File: src/rtl/lspwe_pkg.sv
// ----------------------------------------------------------------------------
// lspwe_pkg
// Shared types and constants of the LED strip pulse width encoder.
// ----------------------------------------------------------------------------
`default_nettype none

package lspwe_pkg;

    localparam int CFG_IDX_W  = 3;
    localparam int CFG_DATA_W = 11;
    localparam int LEVEL_W    = 8;
    localparam int COUNT_W    = 8;
    localparam int TICK_W     = 8;
    localparam int RSLOT_W    = 10;
    localparam int STRIP_W    = 11;
    localparam int SLOT_W     = 15;
    localparam int GRB_W      = 24;
    localparam int COLOR_BITS = 24;

    typedef enum logic [CFG_IDX_W-1:0] {
        CFG_ZERO_HIGH  = 3'd0,
        CFG_ONE_HIGH   = 3'd1,
        CFG_BIT_PERIOD = 3'd2,
        CFG_RESET_SLOT = 3'd3,
        CFG_STRIP_LEN  = 3'd4
    } t_cfg_idx;

    localparam logic [TICK_W-1:0]  ZERO_HIGH_RST  = 8'd29;
    localparam logic [TICK_W-1:0]  ONE_HIGH_RST   = 8'd58;
    localparam logic [TICK_W-1:0]  BIT_PERIOD_RST = 8'd90;
    localparam logic [RSLOT_W-1:0] RESET_SLOT_RST = 10'd280;
    localparam logic [STRIP_W-1:0] STRIP_LEN_RST  = 11'd12;

endpackage

`default_nettype wire

File: src/rtl/lspwe_in_if.sv
// ----------------------------------------------------------------------------
// lspwe_in_if
// Request channel: tick or start frame beat with count and color.
// ----------------------------------------------------------------------------
`default_nettype none

interface lspwe_in_if;
    logic                             valid;
    logic                             ready;
    logic                             req_type;
    logic [lspwe_pkg::COUNT_W-1:0]    active_count;
    logic [lspwe_pkg::LEVEL_W-1:0]    red_level;
    logic [lspwe_pkg::LEVEL_W-1:0]    green_level;
    logic [lspwe_pkg::LEVEL_W-1:0]    blue_level;

    modport source (
        output valid, req_type, active_count, red_level, green_level, blue_level,
        input  ready
    );
    modport sink (
        input  valid, req_type, active_count, red_level, green_level, blue_level,
        output ready
    );
endinterface

`default_nettype wire

File: src/rtl/lspwe_out_if.sv
// ----------------------------------------------------------------------------
// lspwe_out_if
// Result channel: line level and frame status for one request beat.
// ----------------------------------------------------------------------------
`default_nettype none

interface lspwe_out_if;
    logic valid;
    logic ready;
    logic line_level;
    logic busy_res;
    logic frame_done;
    logic start_taken;

    modport source (
        output valid, line_level, busy_res, frame_done, start_taken,
        input  ready
    );
    modport sink (
        input  valid, line_level, busy_res, frame_done, start_taken,
        output ready
    );
endinterface

`default_nettype wire

File: src/rtl/lspwe_cfg_if.sv
// ----------------------------------------------------------------------------
// lspwe_cfg_if
// Register write channel: register index and write data.
// ----------------------------------------------------------------------------
`default_nettype none

interface lspwe_cfg_if;
    logic                                valid;
    logic                                ready;
    logic [lspwe_pkg::CFG_IDX_W-1:0]     index;
    logic [lspwe_pkg::CFG_DATA_W-1:0]    data;

    modport source (
        output valid, index, data,
        input  ready
    );
    modport sink (
        input  valid, index, data,
        output ready
    );
endinterface

`default_nettype wire

File: src/rtl/led_strip_pulse_width_encoder.sv
// ----------------------------------------------------------------------------
// led_strip_pulse_width_encoder
// Pulse width bit encoder for a single-wire addressable LED strip.
//
// i_in carries one beat per timer tick (req_type 0) or a start frame request
// (req_type 1) with active LED count and color. A start latches count and
// color and is ignored while a frame runs. Each tick beat advances the
// waveform: leading reset slots (line low), BITS_PER_LED bit slots per LED
// sent green, red, blue msb first, then trailing reset slots.
// o_out returns exactly one result beat per request beat: line level of the
// tick, busy, frame done and start taken.
// i_cfg writes the timing and strip registers, one register per beat, and is
// always ready; writes take effect on the next tick.
// Each result beat is registered from its request beat; one request beat is
// taken every cycle unless o_out stalls. The slot decode, frame end compare
// and line level are one pass of logic between the state registers and the
// result register. While o_out is stalled the result register holds and
// i_in takes one more beat only once the held result is taken.
// Reset loads the register defaults, clears the frame state and empties the
// result register.
// ----------------------------------------------------------------------------
`default_nettype none

module led_strip_pulse_width_encoder #(
    parameter int MAX_LEDS     = 1024,
    parameter int BITS_PER_LED = 24
) (
    input  wire          i_clk,
    input  wire          i_rst_n,
    lspwe_in_if.sink     i_in,
    lspwe_out_if.source  o_out,
    lspwe_cfg_if.sink    i_cfg
);

    localparam int TICK_W   = lspwe_pkg::TICK_W;
    localparam int RSLOT_W  = lspwe_pkg::RSLOT_W;
    localparam int STRIP_W  = lspwe_pkg::STRIP_W;
    localparam int SLOT_W   = lspwe_pkg::SLOT_W;
    localparam int GRB_W    = lspwe_pkg::GRB_W;
    localparam int STRIP_MAX = (1 << STRIP_W) - 1;
    localparam int MAX_FIT  = (MAX_LEDS > STRIP_MAX) ? STRIP_MAX : MAX_LEDS;
    localparam int DATA_MAX = MAX_FIT * BITS_PER_LED;
    localparam int DATA_W   = $clog2(DATA_MAX + 1);
    localparam int TOT_W    = $clog2(2 * ((1 << RSLOT_W) - 1) + DATA_MAX + 1);
    localparam int CMP_W    = TOT_W > SLOT_W ? TOT_W + 1 : SLOT_W + 1;
    localparam int BIT_W    = $clog2(BITS_PER_LED);
    localparam int BPL_W    = $clog2(BITS_PER_LED + 1);
    localparam int PROD_W   = 2 * STRIP_W + 2;
    localparam int RECIP_SH = SLOT_W + BPL_W;
    localparam int RECIP    = ((1 << RECIP_SH) + BITS_PER_LED - 1) / BITS_PER_LED;
    localparam int MUL_W    = SLOT_W + $clog2(RECIP + 1);
    localparam int LED_W    = MUL_W - RECIP_SH;
    localparam int GIDX_W   = $clog2(GRB_W);

    localparam logic [STRIP_W-1:0] C_MAX_FIT = STRIP_W'(MAX_FIT);
    localparam logic [BPL_W-1:0]   C_BPL     = BPL_W'(BITS_PER_LED);

    // configuration registers
    logic [TICK_W-1:0]  r_zero_high;
    logic [TICK_W-1:0]  r_one_high;
    logic [TICK_W-1:0]  r_bit_period;
    logic [RSLOT_W-1:0] r_reset_slots;
    logic [STRIP_W-1:0] r_strip_len;

    // frame state
    logic               r_sending,   n_sending;
    logic [TICK_W-1:0]  r_tick,      n_tick;
    logic [SLOT_W-1:0]  r_slot,      n_slot;
    logic [STRIP_W-1:0] r_lat_count, n_lat_count;
    logic [GRB_W-1:0]   r_grb,       n_grb;

    // result register
    logic r_out_valid;
    logic r_line,  n_line;
    logic r_busy,  n_busy;
    logic r_done,  n_done;
    logic r_taken, n_taken;

    logic in_ready;
    logic in_acc;

    logic               strip_over;
    logic [STRIP_W-1:0] eff_strip;
    logic [DATA_W-1:0]  data_slots;
    logic [TOT_W-1:0]   total_slots;
    logic               below_reset;
    logic [SLOT_W-1:0]  rel;
    logic               in_data;
    logic [MUL_W-1:0]   prod;
    logic [LED_W-1:0]   led;
    logic [SLOT_W-1:0]  bit_full;
    logic [BIT_W-1:0]   bit_idx;
    logic               in_color;
    logic [GIDX_W-1:0]  grb_idx;
    logic               bit_one;
    logic [TICK_W-1:0]  high_ticks;
    logic               line_now;
    logic [TICK_W-1:0]  period;
    logic [TICK_W-1:0]  tick_inc;
    logic [SLOT_W-1:0]  slot_inc;
    logic               end_now;
    logic               end_next;
    logic [STRIP_W-1:0] req_count;

    assign in_ready    = !r_out_valid || o_out.ready;
    assign in_acc      = i_in.valid && in_ready;
    assign i_in.ready  = in_ready;
    assign i_cfg.ready = 1'b1;

    assign o_out.valid       = r_out_valid;
    assign o_out.line_level  = r_line;
    assign o_out.busy_res    = r_busy;
    assign o_out.frame_done  = r_done;
    assign o_out.start_taken = r_taken;

    // frame geometry from live registers
    always_comb begin
        strip_over  = 32'(r_strip_len) > 32'(MAX_LEDS);
        eff_strip   = strip_over ? C_MAX_FIT : r_strip_len;
        data_slots  = DATA_W'(PROD_W'(eff_strip) * PROD_W'(C_BPL));
        total_slots = TOT_W'(CMP_W'({r_reset_slots, 1'b0}) + CMP_W'(data_slots));
    end

    // slot decode and line level
    always_comb begin
        below_reset = r_slot < SLOT_W'(r_reset_slots);
        rel         = r_slot - SLOT_W'(r_reset_slots);
        in_data     = !below_reset && (CMP_W'(rel) < CMP_W'(data_slots));
        prod        = MUL_W'(rel) * MUL_W'(RECIP);
        led         = prod[MUL_W-1:RECIP_SH];
        bit_full    = rel - SLOT_W'(MUL_W'(led) * MUL_W'(C_BPL));
        bit_idx     = bit_full[BIT_W-1:0];
        in_color    = 32'(bit_idx) < 32'(lspwe_pkg::COLOR_BITS);
        grb_idx     = GIDX_W'(GRB_W - 1) - GIDX_W'(bit_idx);
        bit_one     = in_data && (32'(led) < 32'(r_lat_count)) && in_color
                      && (in_color ? r_grb[grb_idx] : 1'b0);
        high_ticks  = bit_one ? r_one_high : r_zero_high;
        line_now    = in_data && (r_tick < high_ticks);
    end

    // next state and result
    always_comb begin
        period    = (r_bit_period == '0) ? TICK_W'(1) : r_bit_period;
        tick_inc  = r_tick + TICK_W'(1);
        slot_inc  = r_slot + SLOT_W'(1);
        end_now   = CMP_W'(r_slot) >= CMP_W'(total_slots);
        end_next  = CMP_W'(slot_inc) >= CMP_W'(total_slots);
        req_count = (STRIP_W'(i_in.active_count) > eff_strip) ? eff_strip
                                                              : STRIP_W'(i_in.active_count);

        n_sending   = r_sending;
        n_tick      = r_tick;
        n_slot      = r_slot;
        n_lat_count = r_lat_count;
        n_grb       = r_grb;
        n_line      = 1'b0;
        n_busy      = 1'b0;
        n_done      = 1'b0;
        n_taken     = 1'b0;

        if (i_in.req_type) begin
            n_busy = 1'b1;
            if (!r_sending) begin
                n_lat_count = req_count;
                n_grb       = {i_in.green_level, i_in.red_level, i_in.blue_level};
                n_sending   = 1'b1;
                n_tick      = '0;
                n_slot      = '0;
                n_taken     = 1'b1;
            end
        end else if (r_sending) begin
            n_busy = 1'b1;
            if (end_now) begin
                n_sending = 1'b0;
                n_done    = 1'b1;
                n_tick    = '0;
            end else begin
                n_line = line_now;
                if (tick_inc >= period) begin
                    n_tick = '0;
                    n_slot = slot_inc;
                    if (end_next) begin
                        n_sending = 1'b0;
                        n_done    = 1'b1;
                    end
                end else begin
                    n_tick = tick_inc;
                end
            end
        end
    end

    always_ff @(posedge i_clk) begin
        if (!i_rst_n) begin
            r_zero_high   <= lspwe_pkg::ZERO_HIGH_RST;
            r_one_high    <= lspwe_pkg::ONE_HIGH_RST;
            r_bit_period  <= lspwe_pkg::BIT_PERIOD_RST;
            r_reset_slots <= lspwe_pkg::RESET_SLOT_RST;
            r_strip_len   <= lspwe_pkg::STRIP_LEN_RST;
        end else if (i_cfg.valid) begin
            unique case (lspwe_pkg::t_cfg_idx'(i_cfg.index))
                lspwe_pkg::CFG_ZERO_HIGH:  r_zero_high   <= i_cfg.data[TICK_W-1:0];
                lspwe_pkg::CFG_ONE_HIGH:   r_one_high    <= i_cfg.data[TICK_W-1:0];
                lspwe_pkg::CFG_BIT_PERIOD: r_bit_period  <= i_cfg.data[TICK_W-1:0];
                lspwe_pkg::CFG_RESET_SLOT: r_reset_slots <= i_cfg.data[RSLOT_W-1:0];
                lspwe_pkg::CFG_STRIP_LEN:  r_strip_len   <= i_cfg.data[STRIP_W-1:0];
                default: ;
            endcase
        end
    end

    always_ff @(posedge i_clk) begin
        if (!i_rst_n) begin
            r_sending   <= 1'b0;
            r_tick      <= '0;
            r_slot      <= '0;
            r_lat_count <= '0;
            r_grb       <= '0;
            r_out_valid <= 1'b0;
        end else begin
            if (in_acc) begin
                r_sending   <= n_sending;
                r_tick      <= n_tick;
                r_slot      <= n_slot;
                r_lat_count <= n_lat_count;
                r_grb       <= n_grb;
                r_out_valid <= 1'b1;
            end else if (o_out.ready) begin
                r_out_valid <= 1'b0;
            end
        end
    end

    always_ff @(posedge i_clk) begin
        if (in_acc) begin
            r_line  <= n_line;
            r_busy  <= n_busy;
            r_done  <= n_done;
            r_taken <= n_taken;
        end
    end

    // a frame ends only on a tick beat
    a_end_on_tick: assert property (@(posedge i_clk) disable iff (!i_rst_n)
        $past(i_rst_n) && $fell(r_sending) |-> $past(in_acc) && !$past(i_in.req_type))
        else $error("frame ended without a tick beat");

    // a frame starts only on an accepted start beat
    a_start_on_req: assert property (@(posedge i_clk) disable iff (!i_rst_n)
        $rose(r_sending) |-> $past(in_acc) && $past(i_in.req_type))
        else $error("frame started without a start beat");

    // a taken start rewinds the waveform position
    a_start_rewind: assert property (@(posedge i_clk) disable iff (!i_rst_n)
        in_acc && i_in.req_type && !r_sending |=>
            r_sending && (r_slot == '0) && (r_tick == '0) && o_out.start_taken)
        else $error("start beat did not rewind the frame");

    // start result never carries line or done
    a_start_result: assert property (@(posedge i_clk) disable iff (!i_rst_n)
        r_out_valid && r_taken |-> r_busy && !r_line && !r_done)
        else $error("start result carries tick fields");

    // done and busy are raised together
    a_done_busy: assert property (@(posedge i_clk) disable iff (!i_rst_n)
        in_acc && n_done |=> r_busy && !r_sending)
        else $error("frame done without busy");

endmodule

`default_nettype wire
File: src/flat_wrapper.sv
// flat-port wrapper written by rule: the top's interface ports become plain ports
module led_strip_pulse_width_encoder_flat 
#(
    parameter int MAX_LEDS     = 1024,
    parameter int BITS_PER_LED = 24
)
  (i_clk, i_rst_n, i_in_valid, i_in_req_type, i_in_active_count, i_in_red_level, i_in_green_level, i_in_blue_level, i_in_ready, o_out_valid, o_out_line_level, o_out_busy_res, o_out_frame_done, o_out_start_taken, o_out_ready, i_cfg_valid, i_cfg_index, i_cfg_data, i_cfg_ready);
  lspwe_in_if i_in_i ();
  lspwe_out_if o_out_i ();
  lspwe_cfg_if i_cfg_i ();
  input  wire i_clk;
  input  wire i_rst_n;
  input wire logic [$bits(i_in_i.valid)-1:0] i_in_valid;
  input wire logic [$bits(i_in_i.req_type)-1:0] i_in_req_type;
  input wire logic [$bits(i_in_i.active_count)-1:0] i_in_active_count;
  input wire logic [$bits(i_in_i.red_level)-1:0] i_in_red_level;
  input wire logic [$bits(i_in_i.green_level)-1:0] i_in_green_level;
  input wire logic [$bits(i_in_i.blue_level)-1:0] i_in_blue_level;
  output wire logic [$bits(i_in_i.ready)-1:0] i_in_ready;
  output wire logic [$bits(o_out_i.valid)-1:0] o_out_valid;
  output wire logic [$bits(o_out_i.line_level)-1:0] o_out_line_level;
  output wire logic [$bits(o_out_i.busy_res)-1:0] o_out_busy_res;
  output wire logic [$bits(o_out_i.frame_done)-1:0] o_out_frame_done;
  output wire logic [$bits(o_out_i.start_taken)-1:0] o_out_start_taken;
  input wire logic [$bits(o_out_i.ready)-1:0] o_out_ready;
  input wire logic [$bits(i_cfg_i.valid)-1:0] i_cfg_valid;
  input wire logic [$bits(i_cfg_i.index)-1:0] i_cfg_index;
  input wire logic [$bits(i_cfg_i.data)-1:0] i_cfg_data;
  output wire logic [$bits(i_cfg_i.ready)-1:0] i_cfg_ready;
  assign i_in_i.valid = i_in_valid;
  assign i_in_i.req_type = i_in_req_type;
  assign i_in_i.active_count = i_in_active_count;
  assign i_in_i.red_level = i_in_red_level;
  assign i_in_i.green_level = i_in_green_level;
  assign i_in_i.blue_level = i_in_blue_level;
  assign i_in_ready = i_in_i.ready;
  assign o_out_valid = o_out_i.valid;
  assign o_out_line_level = o_out_i.line_level;
  assign o_out_busy_res = o_out_i.busy_res;
  assign o_out_frame_done = o_out_i.frame_done;
  assign o_out_start_taken = o_out_i.start_taken;
  assign o_out_i.ready = o_out_ready;
  assign i_cfg_i.valid = i_cfg_valid;
  assign i_cfg_i.index = i_cfg_index;
  assign i_cfg_i.data = i_cfg_data;
  assign i_cfg_ready = i_cfg_i.ready;
  led_strip_pulse_width_encoder #(.MAX_LEDS(MAX_LEDS), .BITS_PER_LED(BITS_PER_LED)) u_core (.i_clk(i_clk), .i_rst_n(i_rst_n), .i_in(i_in_i), .o_out(o_out_i), .i_cfg(i_cfg_i));
endmodule
File: config.mk
export PLATFORM = sky130hd
export DESIGN_NAME = led_strip_pulse_width_encoder_flat
export DESIGN_NICKNAME = d
export VERILOG_FILES = /design/src/rtl/lspwe_pkg.sv /design/src/rtl/lspwe_in_if.sv /design/src/rtl/lspwe_out_if.sv /design/src/rtl/lspwe_cfg_if.sv /design/src/rtl/led_strip_pulse_width_encoder.sv /design/src/flat_wrapper.sv
export SDC_FILE = /design/constraint.sdc
export NUM_CORES = 1
export LEC_CHECK = 0
export ABC_CLOCK_PERIOD_IN_PS = 21600
export BUFFER_PORTS_ARGS = -buffer_cell sky130_fd_sc_hd__buf_2
export CAP_MARGIN = 0
export CORE_ASPECT_RATIO = 1.5
export CORE_MARGIN = 5
export CORE_UTILIZATION = 65
export DETAILED_ROUTE_END_ITERATION = 7
export GPL_ROUTABILITY_DRIVEN = 1
export GPL_TIMING_DRIVEN = 0
export PLACE_DENSITY = 0.84
export REMOVE_ABC_BUFFERS = 1
export SYNTH_ARGS = -nofsm -noshare
export SYNTH_HDL_FRONTEND = slang
export SYNTH_SLANG_ARGS = --single-unit
File: constraint.sdc
create_clock -name i_clk -period 21.6 [get_ports i_clk]
set_input_delay 2.16 -clock i_clk [delete_from_list [all_inputs] [get_ports i_clk]]
set_output_delay 2.16 -clock i_clk [all_outputs]
set_load 0.01 [all_outputs]
==> impl_metrics.py <==
metrics = {
    "critical_path": {
        "r2r_slack_ns": 9.32,
        "cp_slowest_cell": "a311oi_1",
        "regToRegStartpoint": "u_core.r_slot[0]$_SDFFE_PN0P_",
        "worstPathRequired_ns": 21.71,
        "critPathKind": "register to register",
        "cp_data_arrival_time_ns": 12.38,
        "r2r_end": "u_core.o_out.line_level$_SDFFCE_PP0P_",
        "cp_num_buf_inv": 6,
        "cp-end-kind": "register",
        "startpoint_type": "register",
        "r2r_cells": 43,
        "max_stage_delay_ns": 0.55,
        "critPathTopFamily": "adder cells",
        "cp_max_fo": 8,
    },
    "drt": {
        "drtIter0Drc": 452,
        "wl_met2_um": 14300,
        "wl_um": 27000,
        "drc_errors": 0,
        "ant_nets": 0,
        "num_vias": 9444,
        "top_layer": "met4",
        "met3_length_um": 761,
        "drt_first_pass_iters": 6,
        "met1_length_um": 10200,
        "wl_per_cell_um": 17.2,
        "vias_per_cell": 6.03,
    },
    "min_path": {
        "hold_end": "u_core.r_grb[19]$_SDFFE_PN0P_",
        "hold_start": "u_core.r_grb[19]$_SDFFE_PN0P_",
        "holdCritPathClass": "register to register",
        "worstHoldPathCells": 2,
    },
    "sta": {
        "worst_pin_slew_ns": 1.25,
        "hold_ws_ns": 0.467,
        "slew_violations": 0,
        "relSlewSlack_pct": 15.8,
        "layout_setup_ws_ns": 9.32,
        "setup_viol": 0,
        "rsz0062_at_grt": "false",
        "setup_tns_ns": 0,
        "post-route-min-period_ns": 12.28,
        "period_share_pct": 56.8,
        "clock.fmax_ghz": 0.0815,
        "finClkSkew_ns": 0.0159,
        "hold_viol": 0,
    },
    "grt": {
        "grt_first_pass_wirelength_um": 44500,
        "overflow": 0,
        "grt_max_degree": 95,
        "grtUsageTotal_pct": 26.6,
        "grt_pass1_vias": 9583,
        "antenna_found_initial": 0,
    },
    "clock_network": {
        "cts_tree": "done",
        "cts_setup_buffers": 0,
        "clk_pin_slew_ns": 0.08,
        "clkSinkCount": 109,
        "cts_buffers": 9,
        "clock_latency_ns": 0.36,
        "cts_buffer_depth": 2,
        "ctsResizeCount": 0,
        "root_buffer": "clkbuf_16",
        "hold_buffers": 0,
        "cts_max_level": 3,
    },
    "power": {
        "power.switching_mw": 0.306,
        "power_density_nw_per_um2": 63.1,
        "total_power_mw": 0.764,
        "comb_power_share_pct": 49.8,
        "power_frac_seq_pct": 27.8,
        "swShare_pct": 40.1,
        "peakVddDrop_v": 0.0000654,
        "p_clk_share_pct": 22.4,
        "p_leak_nw": 5.86,
        "p_int_mw": 0.458,
    },
    "outcome": {
        "outcome": "finished clean",
    },
    "layout": {
        "layout-drive-gt1-share_pct": 7.68,
        "mostFrequentLayoutCells": "206 x ha_1, 169 x inv_1, 164 x nand2_1, 105 x dfxtp_1, 65 x fa_1",
        "mostFrequentLayoutCell": "ha_1",
        "layout-area-overhead-vs-synth_pct": 6.36,
        "antenna_cells": 0,
        "fin_area_um2": 12100,
        "finish.utilization_pct": 70.1,
        "finalNetCount": 1672,
        "finalNonFillerCells": 1567,
    },
    "placed_design": {
        "port_buffers": 57,
        "pre_cts_ws_ns": 9.45,
        "dpl.hpwl_um": 21800,
        "gp_congestion": 0.947,
        "placedCellCount": 1551,
        "place_area_um2": 11800,
    },
    "die": {
        "die_x_um": 118,
        "start_util_pct": 65.9,
        "rows": 59,
        "dieArea_um2": 20300,
        "dieHeight_um": 172,
        "num_io_pins": 59,
        "core-area_um2": 17300,
    },
    "synth": {
        "ys_ff_latch": 109,
        "synth_edf_count": 4,
        "synthCells": 1315,
        "synth_cell_types": 66,
        "syn_avg_cell_area_um2": 8.66,
        "synth_ff_type": "dfxtp_1",
        "seq_area_frac_synth_pct": 19.5,
        "async_reset_ff_share_pct": 0,
        "ys_warn_count": 0,
        "syn_area_um2": 11400,
    },
    "run": {
        "maxCapViolations": 0,
    },
}
==> worst reg2reg max path: cells and delay by family, from the launching register on <==
family	cells	cell delay, ns
xor gates and xnor gates	2	0.65
AOI/OAI and AO/OA	13	3.88
buffers and inverters	6	0.43
and+or+nand+nor	10	2.21
muxes	1	0.19
adders and majority gates	11	4.28
DFF	1	0.40
==> logic make-up after synthesis <==
kind of cell | Yosys count | synth area share, %
compound gates | 262 | 15.9
xor+xnor | 64 | 4.92
fa+ha+maj | 272 | 34.2
buf+inv | 203 | 6.78
flops | 109 | 19.5
mux | 24 | 2.78
other cells | 1 | 0.0329
simple gates | 380 | 15.8
==> synth_stat cells, types with 3 or more instances <==
master    count  area, um^2
a311oi_1      3        26.3
edfxtp_1      4         120
a21o_1       18         135
a21boi_0     60         450
nand2_1     164         616
clkbuf_1     30         113
fa_1         65        1300
nor2b_1      16         100
nand4_1      15        93.8
o21a_1       14         105
nor4_1        6        37.5
or3_1         4        25.0
o31ai_1       3        22.5
o22a_1        5        43.8
and2_1        8        50.1
nand3_1      45         225
o21ai_0      51         255
o211a_1       4        40.0
a211oi_1      5        37.5
nor3_1       15        75.1
nand2b_1     26         163
and3_1       18         113
dfxtp_1     105        2100
xnor2_1      35         307
nor2_1       45         169
a21bo_2       9        90.1
mux4_2        6         135
inv_1       169         634
a21oi_1      52         260
ha_1        206        2580
o211ai_1     15         113
or2_2         4        25.0
xor2_1       29         254
or4_1         4        30.0
mux2i_1      17         170
==> how the worst max path moves through the flow <==
stage	startpoint	endpoint	slack, ns	cells past startpoint
finish	u_core.r_slot[0]$_SDFFE_PN0P_	u_core.o_out.line_level$_SDFFCE_PP0P_	9.32	43
global route	u_core.r_slot[0]$_SDFFE_PN0P_	u_core.o_out.line_level$_SDFFCE_PP0P_	8.66	43
CTS	u_core.r_slot[0]$_SDFFE_PN0P_	u_core.o_out.line_level$_SDFFCE_PP0P_	9.40	42
detailed placement	u_core.r_slot[0]$_SDFFE_PN0P_	u_core.o_out.line_level$_SDFFCE_PP0P_	9.45	42
global placement	u_core.r_slot[0]$_SDFFE_PN0P_	u_core.o_out.line_level$_SDFFCE_PP0P_	9.66	42
floorplan	u_core.r_slot[0]$_SDFFE_PN0P_	u_core.o_out.line_level$_SDFFCE_PP0P_	11.56	42
==> sequential cells by signal (all words and copies together) (netlist names) <==
| signal | flops |
|---|---|
| u_core.o_out.frame_done | 1 |
| u_core.r_reset_slots | 10 |
| u_core.o_out.busy_res | 1 |
| u_core.o_out.line_level | 1 |
| u_core.r_one_high | 8 |
| u_core.r_tick | 8 |
| u_core.r_slot | 15 |
| u_core.r_sending | 1 |
| u_core.o_out.valid | 1 |
| u_core.r_grb | 24 |
| u_core.r_bit_period | 8 |
| u_core.r_strip_len | 11 |
| u_core.r_zero_high | 8 |
| u_core.o_out.start_taken | 1 |
| u_core.r_lat_count | 11 |
==> power by group through the flow <==
| stage | registers [mW] | logic (mW) | clock network [mW] |
|---|---|---|---|
| 6_report | 0.213 | 0.380 | 0.171 |
| 5_1_grt | 0.213 | 0.440 | 0.180 |
| 4_1_cts | 0.213 | 0.382 | 0.173 |
| 3_5_place_dp | 0.217 | 0.379 | 0 |
| 3_3_place_gp | 0.217 | 0.358 | 0 |
| 2_1_floorplan | 0.216 | 0.285 | 0 |
==> routing by layer <==
layer,global-route usage [%],vias up
li1,-,4568
met1,27.9,4529
met2,51.3,248
met3,1.87,99
met4,16.5,0
met5,0,-
==> final cells by class <==
cell class	instances	area, um^2
clock buffer	9	225
timing repair buffer	57	288
sequential	109	2220
tap	213	267
multi-input combinational	1003	8390
inverter	169	634
clock inverter	7	81.3
fill	1360	5160
(Power assumes the default switching activity.)
